[src/sv/eeg_pkg.sv]
// ---------------------------------------------------------------------------
// eeg_pkg
// Shared types and constants for the extended Euclid GCD core.
// ---------------------------------------------------------------------------
`default_nettype none

package eeg_pkg;

   localparam int STEP_WIDTH = 7;

   // Quotient bit stream from the serial divider to the coefficient lanes.
   typedef struct packed {
      logic start;   // new division, clear accumulators
      logic shift;   // qbit is valid this cycle
      logic qbit;    // quotient bit, MSB first
      logic last;    // final quotient bit
   } eeg_qstream_type;

endpackage

`default_nettype wire

[src/sv/eeg_divider.sv]
// ---------------------------------------------------------------------------
// eeg_divider
// Restoring serial divider, one quotient bit per cycle, MSB first.
// ---------------------------------------------------------------------------
`default_nettype none

module eeg_divider
   import eeg_pkg::*;
#(
   parameter int OPERAND_WIDTH = 32
) (
   input  wire logic                     clock,
   input  wire logic                     reset,
   input  wire logic                     start,
   input  wire logic [OPERAND_WIDTH-1:0] dividend,
   input  wire logic [OPERAND_WIDTH-1:0] divisor,
   output eeg_qstream_type               qstream,
   output logic      [OPERAND_WIDTH-1:0] remainder
);

   localparam int CNT_WIDTH = $clog2(OPERAND_WIDTH);
   localparam logic [CNT_WIDTH-1:0] CNT_LAST = CNT_WIDTH'(OPERAND_WIDTH - 1);

   logic [OPERAND_WIDTH-1:0] rem_ff, rem_in;
   logic [OPERAND_WIDTH-1:0] dvd_ff, dvd_in;
   logic [OPERAND_WIDTH-1:0] dsr_ff, dsr_in;
   logic [CNT_WIDTH-1:0]     cnt_ff, cnt_in;
   logic                     busy_ff, busy_in;

   logic [OPERAND_WIDTH:0]   shifted;
   logic [OPERAND_WIDTH:0]   diff;
   logic                     qbit;

   assign shifted = {rem_ff, dvd_ff[OPERAND_WIDTH-1]};
   assign diff    = shifted - {1'b0, dsr_ff};
   assign qbit    = ~diff[OPERAND_WIDTH];

   always_comb begin
      rem_in  = rem_ff;
      dvd_in  = dvd_ff;
      dsr_in  = dsr_ff;
      cnt_in  = cnt_ff;
      busy_in = busy_ff;
      if (start) begin
         rem_in  = '0;
         dvd_in  = dividend;
         dsr_in  = divisor;
         cnt_in  = CNT_LAST;
         busy_in = 1'b1;
      end else if (busy_ff) begin
         rem_in = qbit ? diff[OPERAND_WIDTH-1:0] : shifted[OPERAND_WIDTH-1:0];
         dvd_in = {dvd_ff[OPERAND_WIDTH-2:0], 1'b0};
         cnt_in = cnt_ff - 1'b1;
         if (cnt_ff == '0) begin
            busy_in = 1'b0;
         end
      end
   end

   always_ff @(posedge clock) begin
      if (reset) begin
         busy_ff <= 1'b0;
      end else begin
         busy_ff <= busy_in;
      end
      rem_ff <= rem_in;
      dvd_ff <= dvd_in;
      dsr_ff <= dsr_in;
      cnt_ff <= cnt_in;
   end

   assign qstream.start = start;
   assign qstream.shift = busy_ff;
   assign qstream.qbit  = qbit;
   assign qstream.last  = busy_ff & (cnt_ff == '0);
   assign remainder     = rem_ff;

endmodule

`default_nettype wire

[src/sv/eeg_coef_lane.sv]
// ---------------------------------------------------------------------------
// eeg_coef_lane
// One Bezout coefficient pair; forms quotient * cur by shift-add from the
// divider's bit stream, then steps prev/cur on update.
// ---------------------------------------------------------------------------
`default_nettype none

module eeg_coef_lane
   import eeg_pkg::*;
#(
   parameter int OPERAND_WIDTH = 32
) (
   input  wire logic                   clock,
   input  wire logic                   load,
   input  wire logic [OPERAND_WIDTH:0] load_prev,
   input  wire logic [OPERAND_WIDTH:0] load_cur,
   input  wire eeg_qstream_type        qstream,
   input  wire logic                   update,
   output logic      [OPERAND_WIDTH:0] coef_prev
);

   logic [OPERAND_WIDTH:0] prev_ff, prev_in;
   logic [OPERAND_WIDTH:0] cur_ff, cur_in;
   logic [OPERAND_WIDTH:0] acc_ff, acc_in;

   always_comb begin
      prev_in = prev_ff;
      cur_in  = cur_ff;
      acc_in  = acc_ff;
      if (load) begin
         prev_in = load_prev;
         cur_in  = load_cur;
      end else if (update) begin
         prev_in = cur_ff;
         cur_in  = prev_ff - acc_ff;
      end
      if (qstream.start) begin
         acc_in = '0;
      end else if (qstream.shift) begin
         acc_in = {acc_ff[OPERAND_WIDTH-1:0], 1'b0} + (qstream.qbit ? cur_ff : '0);
      end
   end

   always_ff @(posedge clock) begin
      prev_ff <= prev_in;
      cur_ff  <= cur_in;
      acc_ff  <= acc_in;
   end

   assign coef_prev = prev_ff;

endmodule

`default_nettype wire

[src/sv/extended_euclid_gcd_core.sv]
// ---------------------------------------------------------------------------
// extended_euclid_gcd_core
// Extended Euclidean algorithm: gcd, Bezout coefficients and step count,
// one remainder division at a time on a shared serial divider.
//
//   channel | direction | handshake            | payload
//   req     | in        | req_valid/req_stall  | first_operand, second_operand
//   rsp     | out       | rsp_valid/rsp_stall  | gcd, coef_first, coef_second,
//           |           |                      | step_count
//
// Each division step runs through ST_CHECK, which starts the divider, then
// ST_DIV while the divider shifts out its quotient bits, then ST_UPDATE.
// req_stall is high from acceptance until the result is written to the
// output register; a new transaction is taken while a result waits on rsp.
// Synchronous active-high reset clears the sequencer and rsp_valid.
// ---------------------------------------------------------------------------
`default_nettype none

module extended_euclid_gcd_core
   import eeg_pkg::*;
#(
   parameter int OPERAND_WIDTH = 32
) (
   input  wire logic                            clock,
   input  wire logic                            reset,
   input  wire logic                            req_valid,
   output logic                                 req_stall,
   input  wire logic        [OPERAND_WIDTH-1:0] req_first_operand,
   input  wire logic        [OPERAND_WIDTH-1:0] req_second_operand,
   output logic                                 rsp_valid,
   input  wire logic                            rsp_stall,
   output logic             [OPERAND_WIDTH-1:0] rsp_gcd,
   output logic signed      [OPERAND_WIDTH:0]   rsp_coef_first,
   output logic signed      [OPERAND_WIDTH:0]   rsp_coef_second,
   output logic             [STEP_WIDTH-1:0]    rsp_step_count
);

   typedef enum logic [1:0] {
      ST_IDLE,
      ST_CHECK,
      ST_DIV,
      ST_UPDATE
   } state_type;

   localparam logic [OPERAND_WIDTH:0] COEF_ZERO = '0;
   localparam logic [OPERAND_WIDTH:0] COEF_ONE  = (OPERAND_WIDTH+1)'(1);

   state_type                state_ff, state_in;
   logic [OPERAND_WIDTH-1:0] rem_prev_ff, rem_prev_in;
   logic [OPERAND_WIDTH-1:0] rem_cur_ff, rem_cur_in;
   logic [STEP_WIDTH-1:0]    steps_ff, steps_in;
   logic                     rsp_valid_ff, rsp_valid_in;
   logic [OPERAND_WIDTH-1:0] gcd_ff, gcd_in;
   logic [OPERAND_WIDTH:0]   coef_first_ff, coef_first_in;
   logic [OPERAND_WIDTH:0]   coef_second_ff, coef_second_in;
   logic [STEP_WIDTH-1:0]    step_count_ff, step_count_in;

   logic                     accept;
   logic                     div_start;
   logic                     lane_update;
   eeg_qstream_type          qstream;
   logic [OPERAND_WIDTH-1:0] div_rem;
   logic [OPERAND_WIDTH:0]   coef_a_prev;
   logic [OPERAND_WIDTH:0]   coef_b_prev;

   assign req_stall   = (state_ff != ST_IDLE);
   assign accept      = req_valid & ~req_stall;
   assign div_start   = (state_ff == ST_CHECK) & (rem_cur_ff != '0);
   assign lane_update = (state_ff == ST_UPDATE);

   eeg_divider #(
      .OPERAND_WIDTH(OPERAND_WIDTH)
   ) u_divider (
      .clock    (clock),
      .reset    (reset),
      .start    (div_start),
      .dividend (rem_prev_ff),
      .divisor  (rem_cur_ff),
      .qstream  (qstream),
      .remainder(div_rem)
   );

   eeg_coef_lane #(
      .OPERAND_WIDTH(OPERAND_WIDTH)
   ) u_lane_a (
      .clock    (clock),
      .load     (accept),
      .load_prev(COEF_ONE),
      .load_cur (COEF_ZERO),
      .qstream  (qstream),
      .update   (lane_update),
      .coef_prev(coef_a_prev)
   );

   eeg_coef_lane #(
      .OPERAND_WIDTH(OPERAND_WIDTH)
   ) u_lane_b (
      .clock    (clock),
      .load     (accept),
      .load_prev(COEF_ZERO),
      .load_cur (COEF_ONE),
      .qstream  (qstream),
      .update   (lane_update),
      .coef_prev(coef_b_prev)
   );

   always_comb begin
      state_in       = state_ff;
      rem_prev_in    = rem_prev_ff;
      rem_cur_in     = rem_cur_ff;
      steps_in       = steps_ff;
      rsp_valid_in   = rsp_valid_ff & rsp_stall;
      gcd_in         = gcd_ff;
      coef_first_in  = coef_first_ff;
      coef_second_in = coef_second_ff;
      step_count_in  = step_count_ff;
      case (state_ff)
         ST_IDLE: begin
            if (accept) begin
               rem_prev_in = req_first_operand;
               rem_cur_in  = req_second_operand;
               steps_in    = '0;
               state_in    = ST_CHECK;
            end
         end
         ST_CHECK: begin
            if (rem_cur_ff != '0) begin
               state_in = ST_DIV;
            end else if (~rsp_valid_ff | ~rsp_stall) begin
               rsp_valid_in   = 1'b1;
               gcd_in         = rem_prev_ff;
               coef_first_in  = coef_a_prev;
               coef_second_in = coef_b_prev;
               step_count_in  = steps_ff;
               state_in       = ST_IDLE;
            end
         end
         ST_DIV: begin
            if (qstream.last) begin
               state_in = ST_UPDATE;
            end
         end
         ST_UPDATE: begin
            rem_prev_in = rem_cur_ff;
            rem_cur_in  = div_rem;
            steps_in    = steps_ff + 1'b1;
            state_in    = ST_CHECK;
         end
         default: begin
            state_in = ST_IDLE;
         end
      endcase
   end

   always_ff @(posedge clock) begin
      if (reset) begin
         state_ff     <= ST_IDLE;
         rsp_valid_ff <= 1'b0;
         rem_prev_ff  <= '0;
         rem_cur_ff   <= '0;
         steps_ff     <= '0;
      end else begin
         state_ff     <= state_in;
         rsp_valid_ff <= rsp_valid_in;
         rem_prev_ff  <= rem_prev_in;
         rem_cur_ff   <= rem_cur_in;
         steps_ff     <= steps_in;
      end
      gcd_ff         <= gcd_in;
      coef_first_ff  <= coef_first_in;
      coef_second_ff <= coef_second_in;
      step_count_ff  <= step_count_in;
   end

   assign rsp_valid       = rsp_valid_ff;
   assign rsp_gcd         = gcd_ff;
   assign rsp_coef_first  = $signed(coef_first_ff);
   assign rsp_coef_second = $signed(coef_second_ff);
   assign rsp_step_count  = step_count_ff;

endmodule

`default_nettype wire

[config.mk]
export PLATFORM = sky130hd
export DESIGN_NAME = extended_euclid_gcd_core
export DESIGN_NICKNAME = d
export VERILOG_FILES = /design/src/sv/eeg_pkg.sv /design/src/sv/eeg_divider.sv /design/src/sv/eeg_coef_lane.sv /design/src/sv/extended_euclid_gcd_core.sv
export SDC_FILE = /design/constraint.sdc
export NUM_CORES = 1
export LEC_CHECK = 0
export BUFFER_PORTS_ARGS = -buffer_cell sky130_fd_sc_hd__buf_4
export CORE_MARGIN = 2
export CORE_UTILIZATION = 43
export CTS_BUF_LIST = sky130_fd_sc_hd__clkbuf_16
export CTS_CLUSTER_DIAMETER = 50
export DETAILED_ROUTE_END_ITERATION = 10
export PLACE_DENSITY = 0.64
export REMOVE_ABC_BUFFERS = 1
export SLEW_MARGIN = 10
export SYNTH_ARGS = -nofsm -noshare
export SYNTH_HDL_FRONTEND = slang
export SYNTH_SLANG_ARGS = --single-unit
[constraint.sdc]
create_clock -name clock -period 12.19 [get_ports clock]
set_clock_uncertainty 0.05 [all_clocks]
set_input_delay 0.6095 -clock clock [delete_from_list [all_inputs] [get_ports clock]]
set_output_delay 0.6095 -clock clock [all_outputs]
set_load 0.01 [all_outputs]
==> flow_metrics.py, run 1 <==
metrics = {
    "grt": {
        "gr-total-overflow": 0,
        "gr-usage-met1_pct": 27.1,
        "grt_antenna_before_repair": 0,
        "globalRouteMet2Util_pct": 32.6,
        "track_usage_pct": 19.9,
        "grt_busiest_layer": "met2",
        "grt_max_degree": 131,
        "grt_pass1_wl_um": 100000,
        "grt_pass1_vias": 19411,
        "grt_use_met3_pct": 2.79,
    },
    "timing": {
        "grt_setup_unrepaired": "false",
        "fmax_ghz": 0.155,
        "slew_headroom_pct": 24.5,
        "finalHoldViolCount": 0,
        "drv_slew": 0,
        "fin_crit_ns": 6.44,
        "finalSetupViolations": 0,
        "tightest_slew_ns": 1.13,
        "min_period_over_period_pct": 52.8,
    },
    "setup_path": {
        "crit_path_end_kind": "flip-flop",
        "reg2reg_to": "u_lane_a.acc_ff[29]$_SDFFE_PP0P_",
        "crit_required_ns": 12.64,
        "rr_worst_depth": 23,
        "critPathLaunchType": "flip-flop",
        "critPathKind": "reg -> reg",
        "cp_max_fo": 67,
        "arrival_ns": 6.89,
        "reg2reg_slack_ns": 5.75,
        "r2r_start": "u_divider.dsr_ff[0]$_DFFE_PP_",
    },
    "logic_synthesis": {
        "yosysMostFrequentCell": "nor2_1",
        "synth_edf_count": 169,
        "synth_area_leaders": "dfxtp_1, edfxtp_1, mux2i_1",
        "yosysSeqAreaShare_pct": 44.0,
        "synth.largest_area_cell": "dfxtp_1",
        "ys.flop_type": "dfxtp_1",
        "yosys-top-cells-count": "nor2_1, dfxtp_1, nand2_1",
        "syn_inst": 2717,
        "ys_warn_count": 0,
        "yosysUniqueCellTypes": 71,
        "synth_top_area_share_pct": 24.2,
        "async_reset_ff_share_pct": 0,
        "syn_avg_cell_area_um2": 9.44,
        "ys_ff_latch": 479,
        "syn_area_mm2": 0.0256,
    },
    "drt": {
        "ant_nets": 0,
        "wl_per_cell_um": 17.2,
        "routed_wirelength_um": 62900,
        "vias": 20035,
        "dr.pass1.iters": 5,
        "drc": 0,
        "routed_via_density": 5.48,
        "drt_iter0_drc": 1200,
    },
    "floorplanning": {
        "pin_count": 175,
        "rows": 89,
        "die_area_mm2": 0.0616,
        "coreArea_mm2": 0.0590,
        "start_util_pct": 43.5,
        "die_y_um": 248,
        "die_x_um": 248,
    },
    "cts": {
        "clkSlewWorstSetupHoldPaths_ns": 0.07,
        "cts_tree": "yes",
        "clock_path_buffers": 3,
        "post-cts-setup-buffers": 0,
        "cts_root_buf": "clkbuf_16",
        "htree_levels": 2,
        "cts_buffers": 55,
        "cts.sinks": 479,
        "cts_resized": 0,
        "clk_latency_ns": 0.62,
        "ctsHoldBuffers": 0,
    },
    "layout": {
        "finish.instance_area_mm2": 0.0294,
        "drive_above_1_share_pct": 10.4,
        "area_growth_pct": 14.6,
        "fin_nets": 3074,
        "diodes": 0,
        "post-route-util_pct": 49.8,
    },
    "pwr": {
        "p_per_area_mw_per_mm2": 183,
        "p_int_w": 0.00349,
        "seq_power_share_pct": 37.2,
        "netSwitchingFraction_pct": 35.1,
        "clkPwrFrac_pct": 30.4,
        "p_switching_w": 0.00189,
        "power_leakage_nw": 12.1,
        "combPwrFrac_pct": 32.4,
        "ir_worst_vdd_mv": 0.136,
    },
    "placement": {
        "dpl.hpwl_um": 42300,
        "placed_cell_area_mm2": 0.0276,
        "gp_congestion": 0.920,
        "portBuffers": 174,
    },
    "status": {
        "status": "complete, no violations",
    },
    "hold_path": {
        "min_path_type": "in -> reg",
        "min_to": "rsp_valid$_SDFF_PP0_",
        "whs_path_depth": 3,
        "min_from": "rsp_stall",
    },
    "run": {
        "max_cap_violations": 0,
    },
}
## routing by layer
metal | wire length (um) | part of all wire [%] | vias to the layer above
li1 | - | - | 9966
met1 | 29900 | 47 | 9550
met2 | 28800 | 46 | 418
met3 | 2610 | 4.2 | 101
met4 | 1650 | 2.6 | 0
met5 | 0 | 0 | -
## area by class of cell
type                    count  area (um^2)
fillers                  5460        29600
multi-input cells        1975        13400
flip-flops and latches    479        11300
repair buffers            190         1440
clock buffers              55         1380
well taps                 773          967
inverters                 136          513
clock inverters            49          429
## layout by cell type (no fill, tap or decap), types with 6 or more instances in the layout
cell	n
nor2_1	314
dfxtp_1	309
nand2_1	216
mux2i_1	216
buf_4	189
a21oi_1	177
edfxtp_1	169
ha_1	163
inv_1	143
o21ai_0	114
a211oi_1	104
a21o_1	88
xnor2_1	77
and2_1	64
clkbuf_16	55
xor2_1	51
nor3_1	44
nand3_1	41
nand2b_1	26
o21a_1	25
a31oi_1	22
o21bai_1	20
nor2b_1	19
nand4_1	18
o22ai_1	16
and3_1	12
clkinv_1	12
o211ai_1	10
nor4_1	10
clkinv_2	10
and4_1	9
a21boi_0	8
or2_2	7
o31ai_1	6
or3_1	6
inv_6	6
## worst max path at each step
stage	to	from	slack, ns
after floorplan	steps_ff[5]$_SDFFE_PP0P_	state_ff[0]$_SDFFE_PP0P_	-2.98
after global placement	u_lane_a.acc_ff[29]$_SDFFE_PP0P_	u_divider.dsr_ff[0]$_DFFE_PP_	6.08
after detailed placement	u_lane_a.acc_ff[29]$_SDFFE_PP0P_	u_divider.dsr_ff[0]$_DFFE_PP_	5.81
after CTS	u_lane_a.acc_ff[29]$_SDFFE_PP0P_	u_divider.dsr_ff[0]$_DFFE_PP_	5.74
after global routing	u_lane_b.acc_ff[31]$_SDFFE_PP0P_	u_divider.dsr_ff[0]$_DFFE_PP_	5.20
final	u_lane_a.acc_ff[29]$_SDFFE_PP0P_	u_divider.dsr_ff[0]$_DFFE_PP_	5.75
## worst max-delay path, cell delays in order (launching register included)
cell	delay (ns)
edfxtp_1	0.37
ha_1	0.24
fa_1	0.42
nor2b_1	0.19
o31a_1	0.22
o211a_1	0.26
nor3_2	0.08
o31a_1	0.35
o211a_1	0.28
nor3_4	0.19
buf_4	0.64
and2_1	0.23
ha_1	0.22
fa_1	0.22
a21o_1	0.12
a21oi_1	0.11
o21ai_0	0.26
nand2_1	0.09
o31a_1	0.29
a22oi_1	0.31
a311oi_1	0.21
or3b_2	0.51
and4b_1	0.20
a2111oi_2	0.22
## power by group through the flow
stage / Combinational [W] / Clock [W] / Sequential [W]
after floorplan: 0.00135 / 0 / 0.00199
after global placement: 0.00169 / 0 / 0.00203
after detailed placement: 0.00173 / 0 / 0.00203
after CTS: 0.00174 / 0.00169 / 0.00200
after global routing: 0.00194 / 0.00174 / 0.00202
final: 0.00174 / 0.00164 / 0.00200
## stage by stage
| step | worst slack (ns) | power [W] | hold slack [ns] | TNS (ns) | cells |
|---|---|---|---|---|---|
| after floorplan | -2.98 | 0.00333 | 0.358 | -176.04 | 2590 |
| after detailed placement | 5.81 | 0.00376 | 0.389 | 0 | 3553 |
| after global placement | 6.08 | 0.00371 | 0.390 | 0 | 3553 |
| after CTS | 5.74 | 0.00543 | 0.231 | 0 | 3657 |
| after global routing | 5.20 | 0.00570 | 0.268 | 0 | 3657 |
| final | 5.75 | 0.00538 | 0.275 | 0 | 3657 |
## state kept, by name, summed over array words and instances, names as in the netlist
register and cells:
rem_prev_ff 32, state_ff 2, steps_ff 7, u_lane_a.cur_ff 33
rsp_step_count 7, rsp_coef_second 33, rsp_coef_first 33, u_lane_b.cur_ff 33
rsp_gcd 32, u_divider.dsr_ff 32, u_lane_b.coef_prev 33, u_divider.cnt_ff 5
rem_cur_ff 32, u_divider.dvd_ff 32, u_lane_a.acc_ff 33, u_lane_b.acc_ff 33
u_divider.remainder 32, u_divider.busy_ff 1, u_lane_a.coef_prev 33, rsp_valid 1
## kinds of logic after synthesis
family | synth area share, %
compound gates | 16.5
mux | 8.47
xor+xnor | 4.37
flops | 44.0
fa+ha+maj | 8.39
buf+inv | 3.99
simple gates | 14.3
No activity file was read; power rests on OpenSTA's default activity.
==> inputs of run 2 (changes only) <==
==> constraint.sdc (replaced) <==
create_clock -name clock -period 6.65 [get_ports clock]
set_clock_uncertainty 0.05 [all_clocks]
set_input_delay 0.3325 -clock clock [delete_from_list [all_inputs] [get_ports clock]]
set_output_delay 0.3325 -clock clock [all_outputs]
set_load 0.01 [all_outputs]
==> run 2 against run 1 <==
Against the previous run: non-clock buffer count grew 44; power rose by 85%; clock power grew 84%; critical path depth down 1; utilization up 0.70 points; flip-flop and latch count unchanged; register-to-register slack got worse by 5.2 ns; sequential share of layout area fell by 0.53 points; clock-buffer cell count is 1 lower; global-route usage grew 0.50 points; cell count is 1.2% higher; sequential power grew 84%.
==> flow_metrics.py, run 2 (same netlist as run 1, synthesis figures left out) <==
metrics = {
    "placement": {
        "dp_slack_ns": 0.567,
        "portBuffers": 174,
        "dpl.hpwl_um": 43600,
        "gp_congestion": 0.920,
        "placed_cell_area_mm2": 0.0276,
    },
    "cts": {
        "cts_tree": "yes",
        "post-cts-setup-buffers": 0,
        "clk_latency_ns": 0.63,
        "htree_levels": 2,
        "cts_buffers": 54,
        "cts.sinks": 479,
        "clock_path_buffers": 3,
        "clkSlewWorstSetupHoldPaths_ns": 0.06,
        "cts_root_buf": "clkbuf_16",
    },
    "drt": {
        "routed_via_density": 5.46,
        "drt_iter0_drc": 903,
        "wl_per_cell_um": 17.2,
        "drc": 0,
        "routed_wirelength_um": 63700,
        "vias": 20198,
        "dr.pass1.iters": 5,
        "ant_nets": 0,
    },
    "grt": {
        "gr-total-overflow": 0,
        "grt_max_degree": 110,
        "track_usage_pct": 20.4,
        "grt_antenna_before_repair": 1,
        "grt_pass1_wl_um": 102000,
        "grt_pass1_vias": 19670,
    },
    "layout": {
        "layout_commonest_cell": "nor2_1",
        "drive_above_1_share_pct": 10.3,
        "fin_nets": 3117,
        "area_growth_pct": 16.3,
        "final_cell_mix": "nor2_1, dfxtp_1, nand2_1, mux2i_1, buf_4",
        "finish.instance_area_mm2": 0.0298,
        "post-route-util_pct": 50.5,
    },
    "floorplanning": {
        "die_y_um": 248,
        "die_area_mm2": 0.0616,
        "die_x_um": 248,
        "pin_count": 175,
        "rows": 89,
        "start_util_pct": 43.5,
        "coreArea_mm2": 0.0590,
    },
    "pwr": {
        "p_per_area_mw_per_mm2": 333,
        "power_w": 0.00994,
        "ir_worst_vdd_mv": 0.226,
        "power_leakage_nw": 12.3,
    },
    "timing": {
        "grt_setup_unrepaired": "false",
        "min_period_over_period_pct": 90.9,
        "fin_setup_tns_ns": 0,
        "tightest_slew_ns": 1.17,
        "setup_ws_ns": 0.602,
        "finalSetupViolations": 0,
        "drv_slew": 0,
        "fmax_ghz": 0.165,
        "finalHoldViolCount": 0,
        "fin_crit_ns": 6.05,
        "slew_headroom_pct": 22.3,
    },
    "setup_path": {
        "cp_max_fo": 13,
        "cpPeakStageDelay_ns": 0.53,
        "crit_required_ns": 7.11,
        "path_common_cell": "o31a_1",
        "slowest_stage": "nor3_4",
        "crit_chain": "ha_1, fa_1, nor2b_1, o31a_1, o211a_1, nor3_2, o31a_1, o211a_1, nor3_4, and2_1, ha_1, fa_1, a21o_1, a21oi_1, o21ai_0, nand2_1, o31a_1, a22oi_1, a311oi_1, or3b_2, and4b_1, a2111oi_2",
        "arrival_ns": 6.51,
        "critPathKind": "reg -> reg",
        "crit_path_end_kind": "flip-flop",
        "critPathLaunchType": "flip-flop",
    },
    "hold_path": {
        "min_path_type": "in -> reg",
    },
    "run": {
        "max_cap_violations": 0,
    },
    "status": {
        "status": "complete, no violations",
    },
}
==> run 2: where the power goes <==
part	internal, W	switching [W]	total (W)
Combinational	0.00135	0.00191	0.00326
Clock	0.00173	0.00128	0.00301
Sequential	0.00339	0.000286	0.00367
==> run 2: repair_timing <==
| action | in CTS | in global routing |
|---|---|---|
| hold buffers | 36 | 0 |
| hold endpoints to repair | 36 | 0 |
| resized for setup | 0 | 0 |
==> run 2: layout make-up <==
class                   instances  area [um^2]
fillers                      5455        29200
multi-input cells            1975        13400
flip-flops and latches        479        11300
repair buffers                234         1850
clock buffers                  54         1350
well taps                     773          967
inverters                     136          513
clock inverters                48          455
diodes                          2         5.00
==> run 2: stage by stage <==
step / std cells / hold WS, ns
2_1_floorplan: 2590 / 0.352
3_3_place_gp: 3561 / 0.389
3_5_place_dp: 3561 / 0.391
4_1_cts: 3699 / 0.00271
5_1_grt: 3700 / 0.0170
6_report: 3701 / 0.0292
==> run 2: routing by layer <==
layer / vias up / wire length (um) / global-route usage, %
met5: - / 0 / 0
met4: 0 / 1610 / 6.36
met3: 96 / 2590 / 2.43
met2: 386 / 29500 / 33.5
met1: 9664 / 30000 / 28.2
li1: 10052 / - / -
==> run 2: worst paths after layout <==
path / from / to / slack (ns) / cells past startpoint
setup / recovery: u_divider.dsr_ff[0]$_DFFE_PP_ / u_lane_a.acc_ff[29]$_SDFFE_PP0P_ / 0.60 / 22
hold / removal: req_first_operand[19] / rem_prev_ff[19]$_SDFFE_PP0P_ / 0.03 / 3
setup reg to reg: u_divider.dsr_ff[0]$_DFFE_PP_ / u_lane_a.acc_ff[29]$_SDFFE_PP0P_ / 0.60 / 22
hold reg to reg: rem_prev_ff[28]$_SDFFE_PP0P_ / rsp_gcd[28]$_DFFE_PP_ / 0.39 / 0
==> run 2: worst max-delay path, delay by kind of cell, from the launching register on <==
kind	cells	cell delay, ns
flip-flops	1	0.37
adder cells (fa/ha/maj)	4	1.09
AO/OA/AOI/OAI	11	2.60
AND/OR/NAND/NOR	7	1.80
